--- src/hdl/lr_pkg.sv ---
// ----------------------------------------------------------------------------
// lr_pkg
// shared widths, microcode word layout and control program of the resampler
// ----------------------------------------------------------------------------
package lr_pkg;

    localparam int STAMP_W  = 27;
    localparam int SAMPLE_W = 17;
    localparam int SPAN_W   = STAMP_W + 1;        // span with a zero sign bit
    localparam int DIFF_W   = SAMPLE_W + 1;
    localparam int P1_W     = SAMPLE_W + SPAN_W;
    localparam int P2_W     = DIFF_W + SPAN_W;
    localparam int NUM_W    = P2_W + 1;
    localparam int QUO_W    = SAMPLE_W;
    localparam int REM_W    = STAMP_W + QUO_W;
    localparam int DCNT_W   = $clog2(QUO_W);
    localparam int PC_W     = 4;

    typedef logic [PC_W-1:0] t_pc;

    typedef enum logic [3:0] {
        OP_NONE,
        OP_ACCEPT,
        OP_LOAD,
        OP_READ,
        OP_SHIFT_READ,
        OP_PREP,
        OP_MUL,
        OP_SUM,
        OP_ABS,
        OP_DIV,
        OP_EMIT_Q,
        OP_EMIT_X
    } t_uop;

    typedef enum logic [3:0] {
        C_NEVER,
        C_ALWAYS,
        C_NO_REQ,
        C_IS_LOAD,
        C_FEW,
        C_BRACKET,
        C_SCAN_ON,
        C_EXACT,
        C_DIV_MORE,
        C_OUT_FULL
    } t_cond;

    typedef struct packed {
        t_uop  op;
        t_cond jmp;     // jump to target when true
        t_cond rpt;     // hold this step when true, checked first
        t_pc   target;
    } t_uword;

    typedef struct packed {
        logic no_req;
        logic is_load;
        logic few;
        logic bracket;
        logic scan_on;
        logic exact;
        logic div_more;
        logic out_full;
    } t_flags;

    localparam t_pc PC_IDLE     = 4'd0;
    localparam t_pc PC_DISPATCH = 4'd1;
    localparam t_pc PC_Q_START  = 4'd2;
    localparam t_pc PC_Q_PRIME  = 4'd3;
    localparam t_pc PC_SCAN     = 4'd4;
    localparam t_pc PC_NO_HIT   = 4'd5;
    localparam t_pc PC_FOUND    = 4'd6;
    localparam t_pc PC_MUL      = 4'd7;
    localparam t_pc PC_SUM      = 4'd8;
    localparam t_pc PC_ABS      = 4'd9;
    localparam t_pc PC_DIV      = 4'd10;
    localparam t_pc PC_EMIT_Q   = 4'd11;
    localparam t_pc PC_EMIT_X   = 4'd12;
    localparam t_pc PC_LOAD     = 4'd13;

    function automatic t_uword uprog(input t_pc pc);
        t_uword w;
        unique case (pc)
            PC_IDLE:     w = '{OP_ACCEPT,     C_NEVER,   C_NO_REQ,   PC_IDLE};
            PC_DISPATCH: w = '{OP_NONE,       C_IS_LOAD, C_NEVER,    PC_LOAD};
            PC_Q_START:  w = '{OP_READ,       C_FEW,     C_NEVER,    PC_IDLE};
            PC_Q_PRIME:  w = '{OP_SHIFT_READ, C_NEVER,   C_NEVER,    PC_IDLE};
            PC_SCAN:     w = '{OP_SHIFT_READ, C_BRACKET, C_SCAN_ON,  PC_FOUND};
            PC_NO_HIT:   w = '{OP_NONE,       C_ALWAYS,  C_NEVER,    PC_IDLE};
            PC_FOUND:    w = '{OP_PREP,       C_EXACT,   C_NEVER,    PC_EMIT_X};
            PC_MUL:      w = '{OP_MUL,        C_NEVER,   C_NEVER,    PC_IDLE};
            PC_SUM:      w = '{OP_SUM,        C_NEVER,   C_NEVER,    PC_IDLE};
            PC_ABS:      w = '{OP_ABS,        C_NEVER,   C_NEVER,    PC_IDLE};
            PC_DIV:      w = '{OP_DIV,        C_NEVER,   C_DIV_MORE, PC_IDLE};
            PC_EMIT_Q:   w = '{OP_EMIT_Q,     C_ALWAYS,  C_OUT_FULL, PC_IDLE};
            PC_EMIT_X:   w = '{OP_EMIT_X,     C_ALWAYS,  C_OUT_FULL, PC_IDLE};
            PC_LOAD:     w = '{OP_LOAD,       C_ALWAYS,  C_NEVER,    PC_IDLE};
            default:     w = '{OP_NONE,       C_ALWAYS,  C_NEVER,    PC_IDLE};
        endcase
        return w;
    endfunction

endpackage

--- src/hdl/lr_useq.sv ---
// ----------------------------------------------------------------------------
// lr_useq
// step counter and control store with conditional repeat and jump
// ----------------------------------------------------------------------------
module lr_useq (
    input  logic           i_clk,
    input  logic           i_rst_n,
    input  lr_pkg::t_flags i_flags,
    output lr_pkg::t_uword o_uword
);
    import lr_pkg::*;

    t_pc    r_pc;
    t_pc    n_pc;
    t_uword w_word;

    function automatic logic cond_true(input t_cond c, input t_flags f);
        logic v;
        unique case (c)
            C_NEVER:    v = 1'b0;
            C_ALWAYS:   v = 1'b1;
            C_NO_REQ:   v = f.no_req;
            C_IS_LOAD:  v = f.is_load;
            C_FEW:      v = f.few;
            C_BRACKET:  v = f.bracket;
            C_SCAN_ON:  v = f.scan_on;
            C_EXACT:    v = f.exact;
            C_DIV_MORE: v = f.div_more;
            C_OUT_FULL: v = f.out_full;
            default:    v = 1'b0;
        endcase
        return v;
    endfunction

    always_comb begin
        w_word = uprog(r_pc);
        priority if (cond_true(w_word.rpt, i_flags)) begin
            n_pc = r_pc;
        end else if (cond_true(w_word.jmp, i_flags)) begin
            n_pc = w_word.target;
        end else begin
            n_pc = r_pc + 1'b1;
        end
    end

    always_ff @(posedge i_clk) begin
        if (!i_rst_n) begin
            r_pc <= PC_IDLE;
        end else begin
            r_pc <= n_pc;
        end
    end

    assign o_uword = w_word;

endmodule

--- config.mk ---
export PLATFORM = sky130hd
export DESIGN_NAME = lr_useq
export DESIGN_NICKNAME = d
export VERILOG_FILES = /design/src/hdl/lr_pkg.sv /design/src/hdl/lr_useq.sv
export SDC_FILE = /design/constraint.sdc
export NUM_CORES = 1
export LEC_CHECK = 0
export ABC_AREA = 1
export BUFFER_PORTS_ARGS = -buffer_cell sky130_fd_sc_hd__buf_2
export CELL_PAD_IN_SITES_DETAIL_PLACEMENT = 1
export CELL_PAD_IN_SITES_GLOBAL_PLACEMENT = 1
export CORE_MARGIN = 5
export CORE_UTILIZATION = 38
export CTS_BUF_LIST = sky130_fd_sc_hd__clkbuf_2
export DETAILED_ROUTE_END_ITERATION = 6
export PLACE_DENSITY = 0.91
export SKIP_LAST_GASP = 1
export SYNTH_ARGS = -nofsm -noshare
export SYNTH_HDL_FRONTEND = slang
export SYNTH_SLANG_ARGS = --single-unit
--- constraint.sdc ---
create_clock -name i_clk -period 2.33 [get_ports i_clk]
set_input_delay 0.233 -clock i_clk [delete_from_list [all_inputs] [get_ports i_clk]]
set_output_delay 0.233 -clock i_clk [all_outputs]
set_load 0.1 [all_outputs]
-- After elaboration in Yosys (flattened, before gate mapping)
Memory sizes are Yosys's and may differ from the RTL's. A register that Yosys moved wholly into a read port is not among the register bits.
Cells that the tools add are included.
Widths: inputs -> output; s select.
- $add $sub $neg: 1
- equal/unequal tests: 18
- muxes and demuxes: 6
- operators by type and width (operator ; number):
    $eq 4x3->1 const B ; 8
    $pmux 1 s9 ; 2
    $eq 4x2->1 const B ; 4
    $eq 4x4->1 const B ; 4
    $mux 4 ; 3
    $eq 4x1->1 const B ; 2
    $add 4x1->4 const B ; 1
    $mux 1 ; 1
- register bits: 4
- bits in read-only memories: 240
- input port bits: 10
- output and inout bits: 16
- word-level logic and storage cells: 27
- memories: 1
- memory list (memory ; depth ; bits a word ; read ports ; clocked after Yosys merged registers in ; write ports ; line ; text):
    (name not given) ; 16 ; 15 ; 1 ; 1 ; 0 ; lr_pkg.sv:84 ; unique case (pc)

-- Logic depth before layout (Yosys ltp)
Gate-level depths: netlist of run 1.
- depth in word-level cells: 6
- depth in mapped cells: 16
- mapped depth without buffers: 16

-- Least setup slack after synthesis of run 1
Ideal clock, no wire load.
- path kind: register -> register
- start: register o_uword[8] (netlist name)
- end: register o_uword[12] (netlist name)
- library setup time: 0.122 ns
- data arrival time: 2.469 ns
- data required time: 2.208 ns
- setup slack: -0.261 ns
- cell stages (with the launch flop): 15
- buffers on the path: 0
- clock period less this slack: 2.591 ns
- cells stage by stage: dfxtp_1 -> inv_1 -> nand2_1 -> nand3_1 -> nand2_1 -> nand2_1 -> nand2_2 -> nand2_1 -> nand3_1 -> nand3_1 -> ha_1 -> inv_1 -> nor2_1 -> nand2_1 -> nand3_1
- word-level cells in the longest chain between the ends: 6
- elaborated cells on any way between the ends: 14
- those cells by class: eq/ne: 9; mux: 5
- RTL lines (item ; line ; text):
    $eq 4x4->1 (tied with other cells) ; lr_useq.sv:19 ; unique case (c)
    $pmux 1 s9 * ; lr_useq.sv:19 ;
    $mux 1 * ; lr_useq.sv:37 ; priority if (cond_true(w_word.rpt, i_flags)) begin
    $mux 4 * ; lr_useq.sv:39 ; end else if (cond_true(w_word.jmp, i_flags)) begin
    $mux 4 (no line) * (2 in a row) ; -- ;
Every way passes the cells marked *; elsewhere a longest branch is shown, timed or not. The select of a mux whose other input is x is not followed.
A chain may end at the register's enable or synchronous reset.

-- Worst setup path after layout of run 1
- start: register o_uword[8] (netlist name)
- end: register o_uword[12] (netlist name)
- word-level cells in the longest chain between the ends: 6
- elaborated cells on any way between the ends: 14
- those cells by class: eq/ne: 9; mux: 5
- RTL lines (item ; line):
    $eq 4x4->1 (tied with other cells) ; lr_useq.sv:19
    $pmux 1 s9 * ; lr_useq.sv:19
    $mux 1 * ; lr_useq.sv:37
    $mux 4 * ; lr_useq.sv:39
    $mux 4 (no line) * (2 in a row) ; --
Marked as above.

==> reports/results.txt, run 1 <==
Initial antenna violation count: 0
Post-Synthesis Mean Instance Area: 6.928 µm²
Busiest layer in global routing: met2
Initial core utilization: 38.43%
Clock root buffer: sky130_fd_sc_hd__clkbuf_2
Vias in the first global route: 1070
Largest net degree at the start of global routing: 11
Clock slew seen by the registers of the worst setup and hold paths: 0.18 ns
Share of final-layout standard cells stronger than drive strength 1: 28.16%
Post-CTS setup buffer count: 0
Data required time of the critical path: 2.56 ns
Core Area: 2686 µm²
Final clock skew: 0.01467 ns
Number of clock buffers inserted by TritonCTS: 3
DP Wirelength: 2363 µm
Total count of max-transition violations in the final report: 0
Worst Hold Launch: i_rst_n
Drt wl/cell: 13.84 µm
Met3 usage in global routing: 2.883%
Row count: 19
Destination of the worst register-to-register timing path: o_uword[12]
Main area contributors after synthesis: sky130_fd_sc_hd__dfxtp_1 33%, sky130_fd_sc_hd__nand2_1 17%, sky130_fd_sc_hd__nand3_1 8.2%
Synth top area share: 32.97%
Setup violation total in the final timing report: 0
Total gr overflow: 0
Max-cap violations: 0
Clock sink count: 17
Endpoint with the worst hold slack: r_pc[0]
Post-synthesis to final-layout area growth: 15.76%
R2R Path Start: o_uword[8]
Hold crit path type: input pin to register
Number of distinct standard cells referenced by the synthesized netlist: 23
Synth warn: 0
Die width: 62.12 µm
Netlist Area Pre-Place: 1032 µm²
Number of diodes added for antenna fixing: 0
Met2 routing resource usage after global routing: 27.20%
Sort of element at the end of the critical path: register
Input/output buffers: 24
Count of instances resized after the clock tree is built: 0
First-pass GRT wire length: 4802 µm
Number of detailed-routing iterations run before antenna repair: 4
Number of nets with antenna violations after routing: 0
Status: completed
Data arrival at the endpoint of the critical path: 2.18 ns
Count of final hold-check violations: 0
Number of buffers added to fix hold violations after cts: 0
# H-tree levels: 1
Latest clock arrival within the worst-skew pair: 0.32 ns
Flip-flop and latch count after synthesis: 17
Met1 capacity usage during global routing: 17.16%
Final critical-path required period: 1.956 ns
Total vias in the final route: 1007
DRT Wirelength: 2838 µm
Die Height: 62.12 µm
Critical path type: register to register
Setup slack of the worst register-to-register path: 0.37 ns
Mean number of vias per cell: 4.912
CP Launch Type: register
Combined global-route utilization of all metal layers: 15.05%
Count of boundary I/O pins: 26
Maximum root-to-sink buffer count: 2
Net count reported at finish: 191
Achievable clock frequency: 511.2 MHz
Initial detailed-routing violation count: 29
Mapped Cells: 149
Post-route setup TNS: 0 ns
Crit-path max FO: 5
Die ar.: 3859 µm²
Syn nets: 165
Remaining routing DRC violations: 0
Setup repair after global routing missed its margin: false
Final clock period utilization by the worst path: 83.96%
Min-Delay Path Depth: 3
Last weighted congestion value of the routability-driven placer: 0.9103
Fraction of the yosys area taken by sequential cells: 32.97%
Clock tree from TritonCTS: yes
Worst reg-to-reg path cell count: 14
Area leader, netlist: sky130_fd_sc_hd__dfxtp_1
registers in the layout, indices dropped and copies added (netlist names):
register and flops:
o_uword 13, r_pc 4
Yosys cell counts (all sizes together):
master,instances
nor3,1
inv,18
o21ai,6
or2,1
xor2,1
nor2,15
nand4,2
conb,1
ha,6
dfxtp,17
xnor2,1
nand2,53
nand3,21
buf,3
a21oi,2
nand3b,1
cells by family (layout without fill, tap and decap cells):
family          count (synthesis)  count (layout)  share of synthesized area, %
flops                          17              17                         32.97
other cells                     1               1                        0.3633
simple gates                   94              94                         43.52
buf+inv                        21              46                         9.212
compound gates                  8               8                         4.969
xor+xnor                        2               2                         1.697
fa+ha+maj                       6               6                         7.273
cell usage in the layout (no fill, tap or decap):
cell type / synthesis / layout
sky130_fd_sc_hd__a21oi_1: 1 / 1
sky130_fd_sc_hd__a21oi_2: 1 / 1
sky130_fd_sc_hd__buf_2: 0 / 24
sky130_fd_sc_hd__clkbuf_2: 0 / 3
sky130_fd_sc_hd__clkinv_2: 0 / 1
sky130_fd_sc_hd__conb_1: 1 / 1
sky130_fd_sc_hd__dfxtp_1: 17 / 12
sky130_fd_sc_hd__dfxtp_2: 0 / 5
sky130_fd_sc_hd__ha_1: 6 / 6
sky130_fd_sc_hd__inv_1: 17 / 17
sky130_fd_sc_hd__inv_6: 1 / 1
sky130_fd_sc_hd__nand2_1: 47 / 47
sky130_fd_sc_hd__nand2_2: 6 / 6
sky130_fd_sc_hd__nand3_1: 17 / 17
sky130_fd_sc_hd__nand3_2: 2 / 2
sky130_fd_sc_hd__nand3_4: 2 / 2
sky130_fd_sc_hd__nand3b_1: 1 / 1
sky130_fd_sc_hd__nand4_1: 2 / 2
sky130_fd_sc_hd__nor2_1: 15 / 15
sky130_fd_sc_hd__nor3_2: 1 / 1
sky130_fd_sc_hd__o21ai_0: 3 / 3
sky130_fd_sc_hd__o21ai_1: 1 / 1
sky130_fd_sc_hd__o21ai_2: 2 / 2
sky130_fd_sc_hd__or2_4: 1 / 1
sky130_fd_sc_hd__xnor2_1: 1 / 1
sky130_fd_sc_hd__xor2_1: 1 / 1
per-stage QoR:
step / instance area, µm² / worst slack [ns] / util, % / hold WS [ns] / instances
2_1_floorplan: 1039 / 0.01393 / - / 0.3849 / 149
3_3_place_gp: 1175 / 0.4469 / 43.74 / 0.5906 / 201
3_5_place_dp: 1175 / 0.3697 / 43.74 / 0.5990 / 201
4_1_cts: 1195 / 0.3430 / 44.48 / 0.2832 / 205
5_1_grt: 1195 / 0.1348 / 44.48 / 0.2921 / 205
6_report: 1195 / 0.3738 / 44.48 / 0.2841 / 205
final cells by class:
class / count / area, µm²
fill: 376 / 1491
multi-input combinational: 111 / 596.8
sequential: 17 / 346.6
timing repair buffer: 24 / 120.1
inverter: 18 / 72.57
tap: 31 / 38.79
clock buffer: 3 / 15.01
clock inverter: 1 / 5.005
routing by layer:
| layer | vias to the layer above | share of wire (%) |
|---|---|---|
| li1 | 518 | - |
| met1 | 462 | 43 |
| met2 | 23 | 52 |
| met3 | 4 | 4.4 |
| met4 | 0 | 1.2 |
| met5 | - | 0 |
worst max-delay path by stage:
stage          startpoint     endpoint  slack [ns]  depth (start not counted)
5_1_grt        o_uword[8]  o_uword[13]        0.13                         15
3_3_place_gp   o_uword[8]  o_uword[12]        0.45                         14
2_1_floorplan  o_uword[6]  o_uword[12]        0.01                         12
6_report       o_uword[8]  o_uword[12]        0.37                         14
3_5_place_dp   o_uword[8]  o_uword[12]        0.37                         14
4_1_cts        o_uword[8]  o_uword[12]        0.34                         14
worst max-delay path, cell delays in order, from the launching register on:
cell and delay [ns]:
sky130_fd_sc_hd__dfxtp_2 0.39, sky130_fd_sc_hd__inv_1 0.08, sky130_fd_sc_hd__nand2_1 0.06, sky130_fd_sc_hd__nand3_1 0.06, sky130_fd_sc_hd__nand2_1 0.06, sky130_fd_sc_hd__nand2_1 0.11, sky130_fd_sc_hd__nand2_2 0.12, sky130_fd_sc_hd__nand2_1 0.07
sky130_fd_sc_hd__nand3_1 0.10, sky130_fd_sc_hd__nand3_1 0.17, sky130_fd_sc_hd__ha_1 0.30, sky130_fd_sc_hd__inv_1 0.13, sky130_fd_sc_hd__nor2_1 0.06, sky130_fd_sc_hd__nand2_1 0.07, sky130_fd_sc_hd__nand3_1 0.08
Power of run 1 is left out: the tool's default activity adds up to more than one toggle a clock period on the data nets, which glitch-free logic cannot reach.
==> run 2: changes to the inputs <==
Settings changed: ABC_AREA 1 to 0, CORE_UTILIZATION 38 to 41.
Clock period 2.33 ns to 1.8 ns, I/O delays scaled along.
==> reports/results.txt, run 2 <==
Number of diodes added for antenna fixing: 0
Endpoint with the worst hold slack: o_uword[8]
Sum of buffers and inverters on the critical path: 2
Max FFs per register: 13
Achievable clock frequency: 438.7 MHz
Most frequent cells in the layout: 30 x sky130_fd_sc_hd__buf_4, 24 x sky130_fd_sc_hd__buf_2, 10 x sky130_fd_sc_hd__dfxtp_1, 7 x sky130_fd_sc_hd__mux2i_1
Most common cell after layout, fill and taps aside: sky130_fd_sc_hd__buf_4
Worst path top cell family by delay: compound AO/OA/AOI/OAI gates
Setup repair after global routing missed its margin: true
Worst Hold Launch: i_rst_n
Fraction of synthesized cell area in xor and xnor cells: 0%
Fin area: 1718 µm²
Largest net degree at the start of global routing: 10
Peak supply drop: 1.717 mV
Worst reg-to-reg path cell count: 10
Number of inserted filler cells in the final layout: 260
Basic-gate share of the synthesized area counting and, or, nand and nor cells: 13.20%
Data arrival at the endpoint of the critical path: 2.49 ns
Total gr overflow: 0
Async S/R FF share, synth: 0%
Input/output buffers: 24
Syn nets: 122
Worst setup slack after layout: -0.4794 ns
# H-tree levels: 1
Maximum root-to-sink buffer count: 2
Destination of the worst register-to-register timing path: o_uword[8]
Total count of max-transition violations in the final report: 0
Switching power share of the total: 55.14%
Hold crit path type: input pin to register
Logic gate share of total power: 76.8%
Total placed instance area: 1378 µm²
Final critical-path required period: 2.279 ns
Cell with the most instances after synthesis: sky130_fd_sc_hd__dfxtp_1
Fraction of the yosys area taken by sequential cells: 32.93%
Netlist Area Pre-Place: 1033 µm²
Number of detailed-routing iterations run before antenna repair: 4
Count of flip-flops with a built-in enable after synthesis: 0
Int Power: 0.001742 W
Initial core utilization: 42.10%
Clock slew seen by the registers of the worst setup and hold paths: 0.16 ns
Crit-path max FO: 7
Post-Synthesis Mean Instance Area: 9.750 µm²
Setup violation total in the final timing report: 17
Clock tree from TritonCTS: yes
Failing checks: setup timing
Most Frequent Cell on Critical Path: sky130_fd_sc_hd__buf_6
Net count reported at finish: 183
DRT Wirelength: 5041 µm
Clock root buffer: sky130_fd_sc_hd__clkbuf_2
Clock sink count: 17
Remaining routing DRC violations: 0
Mapped Cells: 106
R2R Path Start: o_uword[5]
Multiplexer area fraction after synthesis: 11.50%
Switching power: 0.002141 W
Worst-path cell chain: mux2i_2 -> o22ai_2 -> o21a_2 -> a21oi_4 -> o22ai_4 -> buf_6 -> buf_6 -> ha_4 -> mux2i_1 -> a21oi_1
Core Area: 2455 µm²
Initial antenna violation count: 0
Prevailing post-synth register cell: sky130_fd_sc_hd__dfxtp_1
Main combinational cell family by area after synthesis: compound AO/OA/AOI/OAI gates
Mean number of vias per cell: 5.862
Post-synthesis to final-layout area growth: 66.22%
Main area contributors after synthesis: sky130_fd_sc_hd__dfxtp_1 33%, sky130_fd_sc_hd__mux2i_1 8.7%, sky130_fd_sc_hd__ha_1 7.3%
PwrDens: 2261 nW/µm²
Number of buffers added to fix hold violations after cts: 0
Data required time of the critical path: 2.01 ns
Worst path slowest cell: sky130_fd_sc_hd__dfxtp_4
Sort of element at the end of the critical path: register
Initial detailed-routing violation count: 44
DP Wirelength: 2531 µm
Min-Delay Path Depth: 3
Number of distinct standard cells referenced by the synthesized netlist: 39
Max-cap violations: 0
Flip-flop and latch count after synthesis: 17
First-pass GRT wire length: 6403 µm
Die Height: 60.21 µm
Setup slack of the worst register-to-register path: -0.48 ns
CP Launch Type: register
Share of final-layout standard cells stronger than drive strength 1: 65.06%
Maximum single-stage delay on the critical path: 0.44 ns
Die ar.: 3625 µm²
Last weighted congestion value of the routability-driven placer: 0.8263
Vias in the first global route: 1218
Synth warn: 0
Row count: 18
Area leader, netlist: sky130_fd_sc_hd__dfxtp_1
Critical path type: register to register
Number of clock buffers inserted by TritonCTS: 3
Post-synth top cells: 17 x sky130_fd_sc_hd__dfxtp_1, 9 x sky130_fd_sc_hd__mux2i_1, 7 x sky130_fd_sc_hd__nand2_1
Die width: 60.21 µm
Latest clock arrival within the worst-skew pair: 0.33 ns
Fraction of the mapped netlist area in compound gates: 29.78%
Number of nets with antenna violations after routing: 0
Status: complete, but fails checks
Count of boundary I/O pins: 26
Sequential fraction of design power: 18.3%
Final clock skew: 0.007016 ns
Final clock period utilization by the worst path: 126.6%
Static leakage: 0.7655 nW
Total vias in the final route: 1149
Combined global-route utilization of all metal layers: 24.80%
Post-route setup TNS: -4.990 ns
Clock group share of total power: 5.0%
Synth top area share: 32.93%
Drt wl/cell: 25.72 µm
Area share of fa/ha/maj cells after synthesis: 7.264%
Count of final hold-check violations: 0
[run 2: changes by cell type after synthesis, sizes merged, moves of 3 or more]
cell,before,now
nand3,21,2
and2,0,3
nand2,53,7
mux2i,0,10
a21oi,2,5
a21o,0,5
nor2,15,4
nor2b,0,3
o31ai,0,3
nand2b,0,3
inv,18,7
o22ai,0,3
[run 2: worst register-to-register path, cell delays in order, from the launching register on]
cell and delay [ns]:
sky130_fd_sc_hd__dfxtp_4 0.44, sky130_fd_sc_hd__mux2i_2 0.28, sky130_fd_sc_hd__o22ai_2 0.13, sky130_fd_sc_hd__o21a_2 0.26
sky130_fd_sc_hd__a21oi_4 0.17, sky130_fd_sc_hd__o22ai_4 0.13, sky130_fd_sc_hd__buf_6 0.14, sky130_fd_sc_hd__buf_6 0.11
sky130_fd_sc_hd__ha_4 0.17, sky130_fd_sc_hd__mux2i_1 0.21, sky130_fd_sc_hd__a21oi_1 0.13
[run 2: logic make-up after synthesis]
logic type | after synthesis
buffers and inverters | 10
AOI/OAI and AO/OA | 35
DFF | 17
other | 1
adders and majority gates | 6
muxes | 11
and+or+nand+nor | 26
[run 2: area by class of cell]
type                    instances  area [µm²]  share of cell area (%)
multi-input cells              79       863.3                   50.25
repair buffers                 59       401.6                   23.38
flip-flops and latches         17       364.1                   21.19
well taps                      30       37.54                   2.185
inverters                       7       31.28                   1.821
clock buffers                   4       20.02                   1.165
[run 2: timing repair]
item / CTS / global route
resized for setup: 22 / 15
setup buffers: 8 / 8
endpoints found under the setup margin: 15 / 16
pin swaps: 7 / 3
gates cloned: 0 / 0
[run 2: per-layer routing]
metal  global-route usage, %  up-vias  share of wire, %
met5                       0        -                 0
met4                   11.39        0               4.8
met3                   4.104       22               5.7
met2                   47.07       63                53
met1                   26.03      559                37
li1                        -      505                 -
[run 2: how the worst max path moves through the flow]
stage	from	to	slack (ns)	cells after the start
3_5_place_dp	o_uword[8]	o_uword[13]	-0.46	7
6_report	o_uword[5]	o_uword[8]	-0.48	10
4_1_cts	o_uword[5]	o_uword[13]	-0.35	9
5_1_grt	o_uword[5]	o_uword[8]	-0.71	10
2_1_floorplan	o_uword[8]	o_uword[13]	-0.47	8
3_3_place_gp	o_uword[8]	o_uword[13]	-0.33	8
[run 2: power by group through the flow]
| stage | Combinational [W] | Clock [W] | Sequential [W] |
|---|---|---|---|
| 2_1_floorplan | 0.00101 | 0 | 0.00123 |
| 3_3_place_gp | 0.00208 | 0 | 0.000643 |
| 3_5_place_dp | 0.00216 | 0 | 0.000656 |
| 4_1_cts | 0.00254 | 0.000188 | 0.000675 |
| 5_1_grt | 0.00311 | 0.000199 | 0.000720 |
| 6_report | 0.00298 | 0.000192 | 0.000710 |
[run 2: metrics by stage]
step           total power [W]  hold WS, ns  instances  util (%)  setup WS (ns)
6_report              0.003884       0.1815        196     69.98        -0.4794
5_1_grt               0.004026       0.1844        196     69.98        -0.7125
4_1_cts               0.003405       0.1326        188     64.37        -0.3470
3_5_place_dp          0.002819       0.4966        176     56.12        -0.4575
3_3_place_gp          0.002718       0.4756        176     56.12        -0.3275
2_1_floorplan         0.002245       0.2991        106         -        -0.4715
No activity file was read; power rests on OpenSTA's default activity.
